$ cat src/hw/rtl/mfhp_pkg.sv
// ----------------------------------------------------------------------------
// mfhp_pkg
// Shared types, constants and helpers for the music file header parser.
// ----------------------------------------------------------------------------
package mfhp_pkg;

  localparam int unsigned OffsetBits = 16;
  localparam int unsigned FieldBits  = 16;
  localparam int unsigned TailBits   = 32;

  localparam logic [7:0] CharNul   = 8'h00;
  localparam logic [7:0] CharTab   = 8'h09;
  localparam logic [7:0] CharLf    = 8'h0a;
  localparam logic [7:0] CharCr    = 8'h0d;
  localparam logic [7:0] CharEof   = 8'h1a;
  localparam logic [7:0] CharEsc   = 8'h1b;
  localparam logic [7:0] CharSpace = 8'h20;
  localparam logic [7:0] CharDot   = 8'h2e;
  localparam logic [7:0] CharLowP  = 8'h70;
  localparam logic [7:0] CharLowD  = 8'h64;
  localparam logic [7:0] CharLowX  = 8'h78;
  localparam logic [7:0] CaseBit   = 8'h20;

  typedef enum logic [6:0] {
    PhTitle  = 7'b0000001,
    PhAlign  = 7'b0000010,
    PhScanCr = 7'b0000100,
    PhScanEf = 7'b0001000,
    PhName   = 7'b0010000,
    PhBody   = 7'b0100000,
    PhDone   = 7'b1000000
  } phase_e;

  typedef enum logic [1:0] {
    StOk        = 2'd0,
    StBadTitle  = 2'd1,
    StTruncated = 2'd2,
    StTooLong   = 2'd3
  } status_e;

  typedef struct packed {
    phase_e                phase;
    logic [OffsetBits-1:0] offset;
    logic                  ended_cr;
    logic [OffsetBits-1:0] name_off;
    logic                  has_name;
    logic [TailBits-1:0]   tail;
    logic [FieldBits-1:0]  count;
  } state_t;

  typedef struct packed {
    status_e              status;
    logic                 has_sample_file;
    logic [FieldBits-1:0] name_offset;
    logic [FieldBits-1:0] name_length;
    logic                 name_has_ext;
    logic [FieldBits-1:0] body_offset;
  } result_t;

  localparam state_t StateReset = '{
    phase:    PhTitle,
    offset:   '0,
    ended_cr: 1'b0,
    name_off: '0,
    has_name: 1'b0,
    tail:     '0,
    count:    '0
  };

  function automatic logic [FieldBits-1:0] to_field(input logic [OffsetBits-1:0] v);
    logic [OffsetBits+FieldBits-1:0] w;
    w = {{FieldBits{1'b0}}, v};
    return w[FieldBits-1:0];
  endfunction

endpackage

$ cat src/hw/rtl/mfhp_step.sv
// ----------------------------------------------------------------------------
// mfhp_step
// Next-state and result logic for one byte of the file image.
// ----------------------------------------------------------------------------
module mfhp_step import mfhp_pkg::*; (
  input  state_t     cur_i,
  input  logic [7:0] data_byte_i,
  input  logic       last_byte_i,
  output state_t     nxt_o,
  output logic       res_valid_o,
  output result_t    res_o
);

  state_t  nxt;
  logic    res_v;
  status_e st;
  logic    bad;
  logic    at_max;
  logic    is_ext;

  assign at_max = (cur_i.offset == {OffsetBits{1'b1}});
  assign is_ext = (cur_i.count >= FieldBits'(4))
      && (cur_i.tail[31:24] == CharDot)
      && ((cur_i.tail[23:16] | CaseBit) == CharLowP)
      && ((cur_i.tail[15:8] | CaseBit) == CharLowD)
      && ((cur_i.tail[7:0] | CaseBit) == CharLowX);

  always_comb begin
    nxt   = cur_i;
    res_v = 1'b0;
    st    = StOk;
    bad   = 1'b0;
    case (cur_i.phase)
      PhDone: begin
      end
      PhBody: begin
        res_v = 1'b1;
      end
      default: begin
        case (cur_i.phase)
          PhTitle: begin
            if (data_byte_i == CharCr || data_byte_i == CharLf) begin
              nxt.ended_cr = (data_byte_i == CharCr);
              if (!cur_i.offset[0]) begin
                nxt.phase = PhAlign;
              end else begin
                nxt.phase = (data_byte_i == CharCr) ? PhScanEf : PhScanCr;
              end
            end else if (data_byte_i < CharSpace &&
                         !(data_byte_i inside {CharTab, CharEsc})) begin
              bad = 1'b1;
            end
          end
          PhAlign: begin
            nxt.phase = cur_i.ended_cr ? PhScanEf : PhScanCr;
          end
          PhScanCr: begin
            if (data_byte_i == CharCr) nxt.phase = PhScanEf;
          end
          PhScanEf: begin
            if (data_byte_i == CharEof) begin
              nxt.name_off = cur_i.offset + OffsetBits'(1);
              nxt.phase    = PhName;
            end
          end
          PhName: begin
            if (cur_i.offset == cur_i.name_off) nxt.has_name = (data_byte_i != CharNul);
            if (data_byte_i == CharNul) begin
              nxt.phase = PhBody;
            end else begin
              nxt.tail = {cur_i.tail[TailBits-9:0], data_byte_i};
              if (cur_i.count != {FieldBits{1'b1}}) nxt.count = cur_i.count + FieldBits'(1);
            end
          end
          default: begin
          end
        endcase
        if (bad) begin
          res_v = 1'b1;
          st    = StBadTitle;
        end else if (at_max) begin
          res_v = 1'b1;
          st    = StTooLong;
        end else begin
          nxt.offset = cur_i.offset + OffsetBits'(1);
        end
      end
    endcase
    if (!res_v && last_byte_i && cur_i.phase != PhDone) begin
      res_v = 1'b1;
      st    = StTruncated;
    end
    if (last_byte_i) begin
      nxt = StateReset;
    end else if (res_v) begin
      nxt.phase = PhDone;
    end
  end

  always_comb begin
    res_o        = '0;
    res_o.status = st;
    if (st == StOk) begin
      res_o.has_sample_file = cur_i.has_name;
      res_o.name_offset     = to_field(cur_i.name_off);
      res_o.name_length     = cur_i.count;
      res_o.name_has_ext    = is_ext;
      res_o.body_offset     = to_field(cur_i.offset);
    end
  end

  assign nxt_o       = nxt;
  assign res_valid_o = res_v;

endmodule

$ cat src/hw/rtl/music_file_header_parser.sv
// ----------------------------------------------------------------------------
// music_file_header_parser
// Streams a music file image byte by byte and reports header layout.
// ----------------------------------------------------------------------------
// usage
//   input channel: one image byte per beat on data_byte_i, last_byte_i high
//   on the final byte of the image; in_valid_i / in_stall_o handshake
//   output channel: at most one result beat per image on status_o and the
//   layout fields; out_valid_o / out_stall_i handshake
//   throughput: one byte per cycle while in_stall_o is low, set by the
//   single register stage holding the parse state and the result register
//   result: registered from the byte that causes it, shown in the next cycle
//   (first body byte, bad title byte, overflow or early end of image)
//   bytes after a result are dropped until the last-byte mark, which rearms
//   the parser for the next image
//   stall: while a result waits and out_stall_i is high, in_stall_o is high;
//   a byte is taken in the same cycle as the waiting result leaves
//   reset: parser back to the title phase, no result pending
// ----------------------------------------------------------------------------
module music_file_header_parser import mfhp_pkg::*; (
  input  logic                 clk_i,
  input  logic                 rst_ni,
  input  logic                 in_valid_i,
  output logic                 in_stall_o,
  input  logic [7:0]           data_byte_i,
  input  logic                 last_byte_i,
  output logic                 out_valid_o,
  input  logic                 out_stall_i,
  output logic [1:0]           status_o,
  output logic                 has_sample_file_o,
  output logic [FieldBits-1:0] name_offset_o,
  output logic [FieldBits-1:0] name_length_o,
  output logic                 name_has_extension_o,
  output logic [FieldBits-1:0] body_offset_o
);

  state_t  state_q, state_d;
  result_t res_q, res_d;
  logic    res_valid;
  logic    out_valid_q;
  logic    accept;

  assign in_stall_o = out_valid_q & out_stall_i;
  assign accept     = in_valid_i & ~in_stall_o;

  mfhp_step u_step (
    .cur_i       (state_q),
    .data_byte_i (data_byte_i),
    .last_byte_i (last_byte_i),
    .nxt_o       (state_d),
    .res_valid_o (res_valid),
    .res_o       (res_d)
  );

  always_ff @(posedge clk_i or negedge rst_ni) begin
    if (!rst_ni) begin
      state_q     <= StateReset;
      out_valid_q <= 1'b0;
    end else begin
      if (accept) state_q <= state_d;
      if (accept && res_valid) begin
        out_valid_q <= 1'b1;
      end else if (!out_stall_i) begin
        out_valid_q <= 1'b0;
      end
    end
  end

  always_ff @(posedge clk_i) begin
    if (accept && res_valid) res_q <= res_d;
  end

  assign out_valid_o          = out_valid_q;
  assign status_o             = res_q.status;
  assign has_sample_file_o    = res_q.has_sample_file;
  assign name_offset_o        = res_q.name_offset;
  assign name_length_o        = res_q.name_length;
  assign name_has_extension_o = res_q.name_has_ext;
  assign body_offset_o        = res_q.body_offset;

endmodule

$ cat config.mk
export PLATFORM = sky130hd
export DESIGN_NAME = music_file_header_parser
export DESIGN_NICKNAME = d
export VERILOG_FILES = /design/src/hw/rtl/mfhp_pkg.sv /design/src/hw/rtl/mfhp_step.sv /design/src/hw/rtl/music_file_header_parser.sv
export SDC_FILE = /design/constraint.sdc
export NUM_CORES = 1
export LEC_CHECK = 0
export BUFFER_PORTS_ARGS = -buffer_cell sky130_fd_sc_hd__clkbuf_2
export CAP_MARGIN = 40
export CORE_MARGIN = 2
export CORE_UTILIZATION = 50
export CTS_CLUSTER_DIAMETER = 60
export CTS_CLUSTER_SIZE = 12
export DETAILED_ROUTE_END_ITERATION = 16
export GPL_TIMING_DRIVEN = 0
export HOLD_SLACK_MARGIN = 0.05
export PLACE_DENSITY = 0.69
export SYNTH_ARGS = -nofsm -noshare
export SYNTH_HDL_FRONTEND = slang
export SYNTH_SLANG_ARGS = --single-unit
export TNS_END_PERCENT = 100
$ cat constraint.sdc
create_clock -name clk_i -period 6.6 [get_ports clk_i]
set_clock_uncertainty 0.15 [all_clocks]
set_input_delay 1.32 -clock clk_i [delete_from_list [all_inputs] [get_ports clk_i]]
set_output_delay 1.32 -clock clk_i [all_outputs]
set_load 0.02 [all_outputs]
# Word-level counts from Yosys, hierarchy flattened

Index checks and enable logic that the tools add are counted.

Add/sub/neg operators: 2
Multiply operators: 0
Divide/modulo/power cells: 0
$lt $le $gt $ge: 2
Equal/unequal tests: 30
Shift operators: 0
Muxes and demuxes: 36
Bitwise gates (word level): 3
Reductions and logical operators: 31

Operators with widths:

| cell                                                                                  | number |
|---|---|
| 89-bit two-way mux                                                                    | 1 |
| 82-bit two-way mux                                                                    | 1 |
| 16-bit two-way mux                                                                    | 5 |
| 49-bit two-way mux                                                                    | 1 |
| 7-bit two-way mux                                                                     | 7 |
| 48-bit two-way mux                                                                    | 1 |
| 7-bit one-hot mux with 5 select lines                                                 | 1 |
| 16-bit by 1-bit adder with 16-bit output (second input constant)                      | 2 |
| 7-bit by 6-bit equality test with 1-bit output (second input constant)                | 4 |
| 8-bit by 4-bit equality test with 1-bit output (second input constant)                | 3 |
| 4-bit AND reduction                                                                   | 5 |
| 16-bit equality test                                                                  | 1 |
| 16-bit equality test (second input constant)                                          | 1 |
| 8-bit by 5-bit equality test with 1-bit output (second input constant)                | 2 |
| 16-bit by 3-bit greater-or-equal comparator with 1-bit output (second input constant) | 1 |
| 16-bit != test (second input constant)                                                | 1 |
| 4-bit by 3-bit != test with 1-bit output (second input constant)                      | 4 |
| 2-bit nonzero test                                                                    | 8 |
| 1-bit two-way mux                                                                     | 12 |
| 8-bit by 6-bit equality test with 1-bit output (second input constant)                | 1 |
| 1-bit logical AND                                                                     | 8 |
| 8-bit logical NOT                                                                     | 1 |
| 8-bit by 6-bit less-than comparator with 1-bit output (second input constant)         | 1 |
| 2-bit two-way mux                                                                     | 4 |
| 22 further kinds                                                                      | 28 |

Register bits after elaboration: 142
Bits in latches: 0
Bits in writable memories: 0
Memory bits (read-only): 0
Bits of input ports: 13
Output and inout port bits: 54
Logic and storage cells: 118
Memories kept: 0

# Logic depth before layout (Yosys ltp)

Gate-level depths: netlist of run 1.

Word-level depth: 16
Mapped depth: 9
Gate-level depth less buffers: 7

# Modules after synthesis

A second synthesis of run 1 with hierarchy kept.

Cells, all modules: 775
Area, all modules: 8096.5 um^2

By module, submodules not included:

| module                   | times used | cells each | area each (um^2) | seq. area each (um^2) |
|---|---|---|---|---|
| music_file_header_parser | 1          | 246        | 4977.3           | 3814.9 |
| mfhp_step                | 1          | 529        | 3119.2           | 0.0 |

# Worst setup path before layout of run 1

No wires, ideal clock.

Path kind: input -> register
From: input data_byte_i[5]
To: register res_q (netlist bit body_offset_o[0]) (enable)
Library setup time: 0.413 ns
Data arrival time: 3.274 ns
Required time: 6.037 ns
Path slack: 2.763 ns
Cell stages on the path: 5
Buffers on the path: 0
Path through: nor3_1 -> nand4_4 -> o21ai_1 -> nand3_1 -> nand2_1

Cells in the longest elaborated chain, start to end: 15
Elaborated cells between the ends (all ways): 20
Classes of those cells: order compare (1); eq/ne (4); mux (7); reduce/logical (8)

Ends and longest elaborated chain:

| what                                                                                                          | RTL line                       | text |
|---|---|---|
| start, declared                                                                                               | music_file_header_parser.sv:25 | `input logic [7:0] data_byte_i,` |
| parallel branches: the longest is 5 deep, another holds 8-bit by 6-bit less-than comparator with 1-bit output | -                              |  |
| 1-bit two-way mux (*)                                                                                         | mfhp_step.sv:42                | `if (data_byte_i == CharCr \|\| data_byte_i == CharLf) begin` |
| 1-bit two-way mux (*)                                                                                         | mfhp_step.sv:40                | `case (cur_i.phase)` |
| 1-bit two-way mux (*)                                                                                         | mfhp_step.sv:33                | `case (cur_i.phase)` |
| 1-bit two-way mux (*)                                                                                         | mfhp_step.sv:78                | `if (bad) begin` |
| 1-bit one-hot mux with 2 select lines (*)                                                                     | mfhp_step.sv:33                |  |
| 1-bit logical NOT                                                                                             | mfhp_step.sv:89                | `if (!res_v && last_byte_i && cur_i.phase != PhDone) begin` |
| 1-bit logical AND (2 in a row)                                                                                | mfhp_step.sv:89                |  |
| 1-bit two-way mux (*)                                                                                         | mfhp_step.sv:89                |  |
| 1-bit logical AND (*)                                                                                         | music_file_header_parser.sv:70 | `if (accept && res_valid) res_q <= res_d;` |
| end signal, assigned                                                                                          | music_file_header_parser.sv:70 |  |
| end, declared                                                                                                 | music_file_header_parser.sv:38 | `result_t res_q, res_d;` |

Every way passes the cells marked *. The select of a mux whose other input is x is not followed.
A chain may end at the register's enable or synchronous reset.

# Final worst setup path of run 1

From: input data_byte_i[5]
To: register res_q (netlist bit name_offset_o[12]) (enable)

The elaborated chain is that of the path after synthesis.

==> metrics.md, run 1 <==
| Metric | Value |
|---|---|
| Outcome | `completed` |
| R2R depth | `8` |
| Cts bufs inserted | `17` |
| Cell accounting for the most synthesized area | `dfrtp_1` |
| Highest Clock Rate | `303 MHz` |
| Hold Path Depth | `1` |
| Drt first pass iters | `5` |
| Worst EP required | `between 6000 and 7000 ps` |
| Slew HR | `a little under half` |
| Cts repair resizes | `0` |
| Sequential share of the synthesized area | `between 50% and 60%` |
| Worst R2R Start | `state_q[67]` |
| Synth async-reset ratio | `63.4%` |
| Initial DRC count | `about 320` |
| Max-Cap Viols | `0` |
| Startpoint types | `input port` |
| CTS sink cnt | `~140` |
| Post-synth cell types | `between 60 and 70` |
| Clock-pin slew on the worst setup and hold paths | `60 ps` |
| Crit. Startpoint | `data_byte_i[5]` |
| CTS max path bufs | `2` |
| Ys Warns | `0` |
| # fillers | `1110` |
| GRT Util Overall | `a little over a fifth` |
| Placed Area | `about 0.0074 mm^2` |
| WL/cell | `approximately 17 um` |
| Hold WC Path Type | `reg2reg` |
| Post-synthesis cell area | `0.00681 mm^2` |
| Core box area | `roughly 0.013 mm^2` |
| Top post-synthesis cells by area | `dfrtp_1 (33%), edfxtp_1 (23%), nor2b_1 (4.7%), a22o_1 (4.1%), xnor2_1 (3.0%)` |
| Initial Util | `about half` |
| Post-synth EDFFs | `52` |
| Cells after synthesis | `around 600` |
| Clock root cell | `clkbuf_16` |
| Clock Latency Late Sink | `between 400 and 500 ps` |
| Final instance area | `approximately 0.0080 mm^2` |
| Power per cell area | `around 290 mW/mm^2` |
| RD Place Congestion | `~0.87` |
| First-pass GRT wire length | `roughly 25000 um` |
| Synth Flop Type | `dfrtp_1` |
| Measured slew at the worst slew-check pin | `814 ps` |
| Total wire length | `~15000 um` |
| Layout area overhead | `17.3%` |
| H-Tree Depth | `4` |
| Top post-synthesis cells by count | `dfrtp_1 (89), edfxtp_1 (52), nor2b_1 (51)` |
| I/O pin cnt | `67` |
| Synthesized area per cell | `11.2 um^2` |
| R2R setup slack | `around 3600 ps` |
| CTS tree | `done` |
| Hold buffer count at cts | `0` |
| Capture point of the worst reg-to-reg path | `name_offset_o[12]` |
| Setup TNS after final layout | `0 ps` |
| Final HPWL DP | `approximately 11000 um` |
| Layout cell share with drive strength beyond 1 | `between 10% and 20%` |
| N_diodes | `0` |
| Fin. max-slew vios | `0` |
| Die Area | `0.0146 mm^2` |
| Initial antenna violation count | `0` |
| Number of global-route vias before repair | `between 4000 and 5000` |
| Core Rows | `42` |
| RSZ-0062 raised after global routing | `false` |
| Fin. Hold Viols | `0` |
| Setup crit end | `name_offset_o[12]` |
| Hold Slack | `approximately 340 ps` |
| # port buffers | `between 60 and 70` |
| Post-CTS Setup Inserts | `0` |
| IR drop worst, VDD | `0.121 mV` |
| Via Count | `5069` |
| GRT Residual Overflow | `0` |
| Die W | `121 um` |
| Crit path capture type | `flip-flop` |
| Vert. Die Dim | `between 100 and 150 um` |
| Post-layout net count | `slightly above 700` |
| Crit Path Category | `in2reg` |
| Leakage | `between 3 and 4 nW` |
| DRC violations left | `0` |
| Crit path max fanout | `30` |
| Syn_nets | `between 600 and 700` |
| Tmin final | `~3300 ps` |
| #FFs+latches synth | `between 100 and 150` |
| Yosys top cell area share | `about a third` |
| Period utilization | `50.0%` |
| Largest net degree at the start of global routing | `59` |
| Arr. time, crit path | `3270 ps` |
| Setup violations, final | `0` |
| Cell with the most instances after synthesis | `dfrtp_1` |
| Via density | `between 5 and 6` |
| Post-DRT Antenna Nets | `0` |
==> per-stage QoR <==
| step | utilization (%) | power, mW | cells | setup slack [ps] |
|---|---|---|---|---|
| floorplan | - | 1.31 | 609 | 2760 |
| global placement | 55.4 | 1.43 | 851 | 1940 |
| detailed placement | 55.8 | 1.44 | 854 | 2880 |
| CTS | 60.1 | 2.36 | 886 | 3320 |
| global route | 60.1 | 2.44 | 886 | 3120 |
| finish | 60.1 | 2.34 | 886 | 3300 |
==> area by class of cell <==
cell class                 count  area, um^2  area share (%)
sequential                   142        3810            47.7
inverter                       9        33.8           0.423
clock inverter                 9        83.8            1.05
clock buffer                  23         489            6.12
multi-input combinational    417        2780            34.8
buffer                        41         181            2.27
tap                          176         220            2.76
timing repair buffer          69         385            4.82
==> sequential cells by signal (all words and copies together), names as in the netlist <==
signal	flops
body_offset_o	16
has_sample_file_o	1
name_has_extension_o	1
name_length_o	16
name_offset_o	16
out_valid_o	1
state_q	89
status_o	2
==> critical path, stage by stage <==
cell	delay (ps)
clkbuf_2	110
nor3_1	340
nand4_4	210
o21ai_1	290
nand3_1	170
nand2_2	530
buf_12	270
==> cells by family after synthesis <==
logic type,after synthesis,share of synthesized area (%)
AO/OA/AOI/OAI,125,13.6
flip-flops,142,56.0
AND/OR/NAND/NOR,243,20.7
buffers and inverters,50,3.16
XOR/XNOR,45,5.79
adder cells (fa/ha/maj),3,0.551
multiplexers,1,0.147
==> cell usage in the layout, fill, tap and decap left out, drive strengths merged, types with 23 or more instances in the layout <==
cell type	count
a22o	32
clkbuf	116
dfrtp	89
edfxtp	52
nand2	44
nor2	43
nor2b	51
o31ai	23
xnor2	23
==> per-layer routing <==
metal  part of all wire, %  up-vias  GRT usage [%]
met4                   1.5        0           9.52
li1                      -     2421              -
met1                    46     2482           30.9
met2                    47      143           32.7
met5                     0        -              0
met3                   5.1       23           4.53
==> worst min-delay path by stage <==
stage / startpoint / to
3_5_place_dp: state_q[37] / state_q[45]
3_3_place_gp: state_q[37] / state_q[45]
2_1_floorplan: state_q[48] / state_q[48]
6_report: state_q[37] / state_q[45]
5_1_grt: state_q[44] / state_q[44]
4_1_cts: state_q[37] / state_q[45]
==> power breakdown <==
| part | internal, mW | switching (mW) | leakage (nW) |
|---|---|---|---|
| Combinational | 0.120 | 0.281 | 1.33 |
| Sequential | 0.995 | 0.0329 | 1.75 |
| Clock | 0.559 | 0.354 | 0.272 |
Power figures use the tool's default switching activity.
==> run 2, diff against run 1 <==
--- a/config.mk
+++ b/config.mk
@@ -5,6 +5,7 @@
 export SDC_FILE = /design/constraint.sdc
 export NUM_CORES = 1
 export LEC_CHECK = 0
+export ABC_AREA = 1
 export BUFFER_PORTS_ARGS = -buffer_cell sky130_fd_sc_hd__clkbuf_2
 export CAP_MARGIN = 40
 export CORE_MARGIN = 2
@@ -14,7 +15,7 @@
 export DETAILED_ROUTE_END_ITERATION = 16
 export GPL_TIMING_DRIVEN = 0
 export HOLD_SLACK_MARGIN = 0.05
-export PLACE_DENSITY = 0.69
+export PLACE_DENSITY = 0.72
 export SYNTH_ARGS = -nofsm -noshare
 export SYNTH_HDL_FRONTEND = slang
 export SYNTH_SLANG_ARGS = --single-unit
==> constraint.sdc (replaced) <==
create_clock -name clk_i -period 2.7 [get_ports clk_i]
set_clock_uncertainty 0.15 [all_clocks]
set_input_delay 0.54 -clock clk_i [delete_from_list [all_inputs] [get_ports clk_i]]
set_output_delay 0.54 -clock clk_i [all_outputs]
set_load 0.02 [all_outputs]
==> metrics.md, run 2 <==
| Metric | Value |
|---|---|
| WHS Endpoint | `state_q[23]` |
| Vert. Die Dim | `122 um` |
| Max-Cap Viols | `0` |
| Tmin final | `roughly 2500 ps` |
| Fin worst setup slack | `178 ps` |
| Tot Pwr | `approximately 6 mW` |
| Core Rows | `42` |
| Clock power share | `37.0%` |
| Initial Util | `around half` |
| Ys Warns | `0` |
| Power per cell area | `724 mW/mm^2` |
| Area of the multi-input gates | `approximately 0.0026 mm^2` |
| Post-DRT Antenna Nets | `0` |
| First-pass GRT wire length | `~26000 um` |
| Internal | `~4.1 mW` |
| Core box area | `0.0134 mm^2` |
| Top post-synthesis cells by area | `dfrtp_1 (32%), edfxtp_1 (23%), nand2_1 (8.0%), o21ai_0 (5.1%), nor2_1 (4.9%)` |
| Worst Min Path Start | `data_byte_i[7]` |
| Setup violations, final | `0` |
| CP max-delay cell | `dfrtp_2` |
| Drt first pass iters | `5` |
| CP cell instances | `ha_1 > nand2_1 > inv_1 > nand2_2 > nor2_1 > nand3_1 > nand2_2 > nand2_2 > nand2_1 > nand2_2 > clkinvlp_4 > buf_4` |
| Hold Path Depth | `3` |
| CTS tree | `done` |
| Total wire length | `15500 um` |
| Post-Place Worst Slack | `-157 ps` |
| Measured slew at the worst slew-check pin | `734 ps` |
| Capture point of the worst reg-to-reg path | `body_offset_o[4]` |
| Post-synthesis cell area | `~0.0069 mm^2` |
| Most flops, register | `state_q` |
| Via density | `5.36` |
| Outcome | `completed` |
| Final HPWL DP | `around 11000 um` |
| GRT Residual Overflow | `0` |
| Reg power frac | `44.7%` |
| Worst R2R Start | `state_q[66]` |
| H-Tree Depth | `4` |
| Arr. time, crit path | `2490 ps` |
| Cells after synthesis | `786` |
| Finished Core Util | `between 60% and 70%` |
| Cell with the most instances after synthesis | `nand2_1` |
| Post-synth cell types | `35` |
| CTS max path bufs | `2` |
| Top post-synthesis cells by count | `nand2_1 (147), nor2_1 (91), dfrtp_1 (89)` |
| Cts bufs inserted | `17` |
| Synth async-reset ratio | `63.4%` |
| Yosys top cell area share | `32.2%` |
| #FFs+latches synth | `142` |
| Initial DRC count | `~370` |
| CTS sink cnt | `about 140` |
| WP buf/inv | `3` |
| Period utilization | `93.4%` |
| R2R setup slack | `around 180 ps` |
| Max reg flops | `89` |
| Family with the most delay on the worst path | `simple AND/OR/NAND/NOR gates` |
| Most used cell, CP | `nand2_2` |
| Leakage | `~3.6 nW` |
| Hold WC Path Type | `in2reg` |
| Post-synth EDFFs | `52` |
| Clock Latency Late Sink | `430 ps` |
| Startpoint types | `flip-flop` |
| R2R depth | `12` |
| Layout area overhead | `16.7%` |
| Crit path max fanout | `15` |
| N_diodes | `0` |
| Switching part of the total power | `approximately 30%` |
| Highest Clock Rate | `397 MHz` |
| Fin. max-slew vios | `0` |
| Switch Pwr | `between 1.5 and 2 mW` |
| Most common cell after layout, fill and taps aside | `nand2_1` |
| Cell accounting for the most synthesized area | `dfrtp_1` |
| # port buffers | `65` |
| Number of global-route vias before repair | `between 5000 and 6000` |
| Via Count | `between 5000 and 6000` |
| Combinational Power Share | `between 15 and 20%` |
| Synth Flop Type | `dfrtp_1` |
| DRC violations left | `0` |
| Die W | `approximately 120 um` |
| Fin. Hold Viols | `0` |
| Sequential share of the synthesized area | `between 50% and 60%` |
| # fillers | `1209` |
| RD Place Congestion | `roughly 0.9` |
| Worst EP required | `roughly 2700 ps` |
| Die Area | `0.0148 mm^2` |
| Synthesized area per cell | `~8.8 um^2` |
| IR drop worst, VDD | `between 0.3 and 0.4 mV` |
| WL/cell | `about 15 um` |
| Crit Path Category | `reg2reg` |
| Post-layout net count | `890` |
| FF/Latch Area | `0.00382 mm^2` |
| Largest net degree at the start of global routing | `54` |
| Crit-path max cell delay | `between 400 and 500 ps` |
| RSZ-0062 raised after global routing | `false` |
| Initial antenna violation count | `0` |
| Clock-pin slew on the worst setup and hold paths | `60 ps` |
| Slew HR | `50.7%` |
| Syn_nets | `802` |
| Crit path capture type | `flip-flop` |
| I/O pin cnt | `67` |
| Most frequent cells in the layout | `nand2_1 (147), nor2_1 (91), dfrtp_1 (88), inv_1 (87), o21ai_0 (71)` |
| Layout cell share with drive strength beyond 1 | `17.1%` |
| GRT Util Overall | `22.5%` |
| Setup TNS after final layout | `0 ps` |
| Clock root cell | `clkbuf_16` |
==> run 2: cell count changes in the layout (fill, tap and decap cells not counted), sizes merged, moves of 12 or more <==
cell    before  now
nor2        43  105
o21ai       22   82
clkbuf     116   96
nand3       20   68
a22o        32    0
a21oi        7   20
o31ai       23    8
xnor2       23    0
inv         10   94
nand2       44  155
nor2b       51    0
o211ai      12    0
==> run 2: power groups by stage <==
stage / clock [mW] / sequential (mW) / combinational, mW
6_report: 2.16 / 2.62 / 1.07
5_1_grt: 2.30 / 2.64 / 1.20
4_1_cts: 2.20 / 2.61 / 1.07
3_5_place_dp: 0 / 2.65 / 1.06
3_3_place_gp: 0 / 2.65 / 1.03
2_1_floorplan: 0 / 2.72 / 0.651
==> run 2: cell type report <==
type	instances	area share (%)
Buffer	32	2.31
Clock buffer	21	5.45
Clock inverter	11	1.22
Inverter	95	4.46
Multi-Input combinational cell	517	31.7
Sequential cell	142	47.2
Tap cell	176	2.73
Timing Repair Buffer	69	4.86
==> run 2: worst min-delay path: cells and delay by family <==
| kind | cells | cell delay, ps |
|---|---|---|
| simple gates | 2 | 110 |
| buf+inv | 1 | 100 |
==> run 2: per-stage QoR <==
stage          cell area (um^2)  hold WS (ps)  instances
2_1_floorplan              6930          94.4        786
3_5_place_dp               7520           326       1029
5_1_grt                    8080           241       1063
6_report                   8080           214       1063
4_1_cts                    8080           196       1063
3_3_place_gp               7470           320       1027
==> run 2: timing repair <==
item / 4_1_cts / 5_1_grt
cloned: 0 / 0
hold buffers: 1 / 0
endpoints found under the hold margin: 36 / 0
setup endpoints to repair: 38 / 52
buffers inserted: 1 / 0
resized for setup: 0 / 1
==> run 2: how the worst max path moves through the flow <==
stage,slack (ps),start,to,cells after the start
floorplan,7,data_byte_i[5],body_offset_o[0],10
global placement,-660,data_byte_i[5],body_offset_o[6],11
detailed placement,-160,data_byte_i[5],body_offset_o[6],12
CTS,130,state_q[66],body_offset_o[4],12
global route,30,state_q[66],body_offset_o[4],12
finish,180,state_q[66],body_offset_o[4],12
==> run 2: cell families after synthesis <==
family	count (synthesis)	share of synthesized area, %
buffers and inverters	127	7.85
adders and majority gates	3	0.542
and+or+nand+nor	381	25.0
AOI/OAI and AO/OA	114	9.06
DFF	142	55.1
xor gates and xnor gates	19	2.40
==> run 2: per-layer routing <==
metal | part of all wire, % | vias up | track usage, %
li1 | - | 2789 | -
met1 | 46 | 2687 | 31.7
met2 | 46 | 190 | 34.4
met3 | 6.0 | 27 | 4.92
met4 | 2.0 | 0 | 8.69
met5 | 0 | - | 0
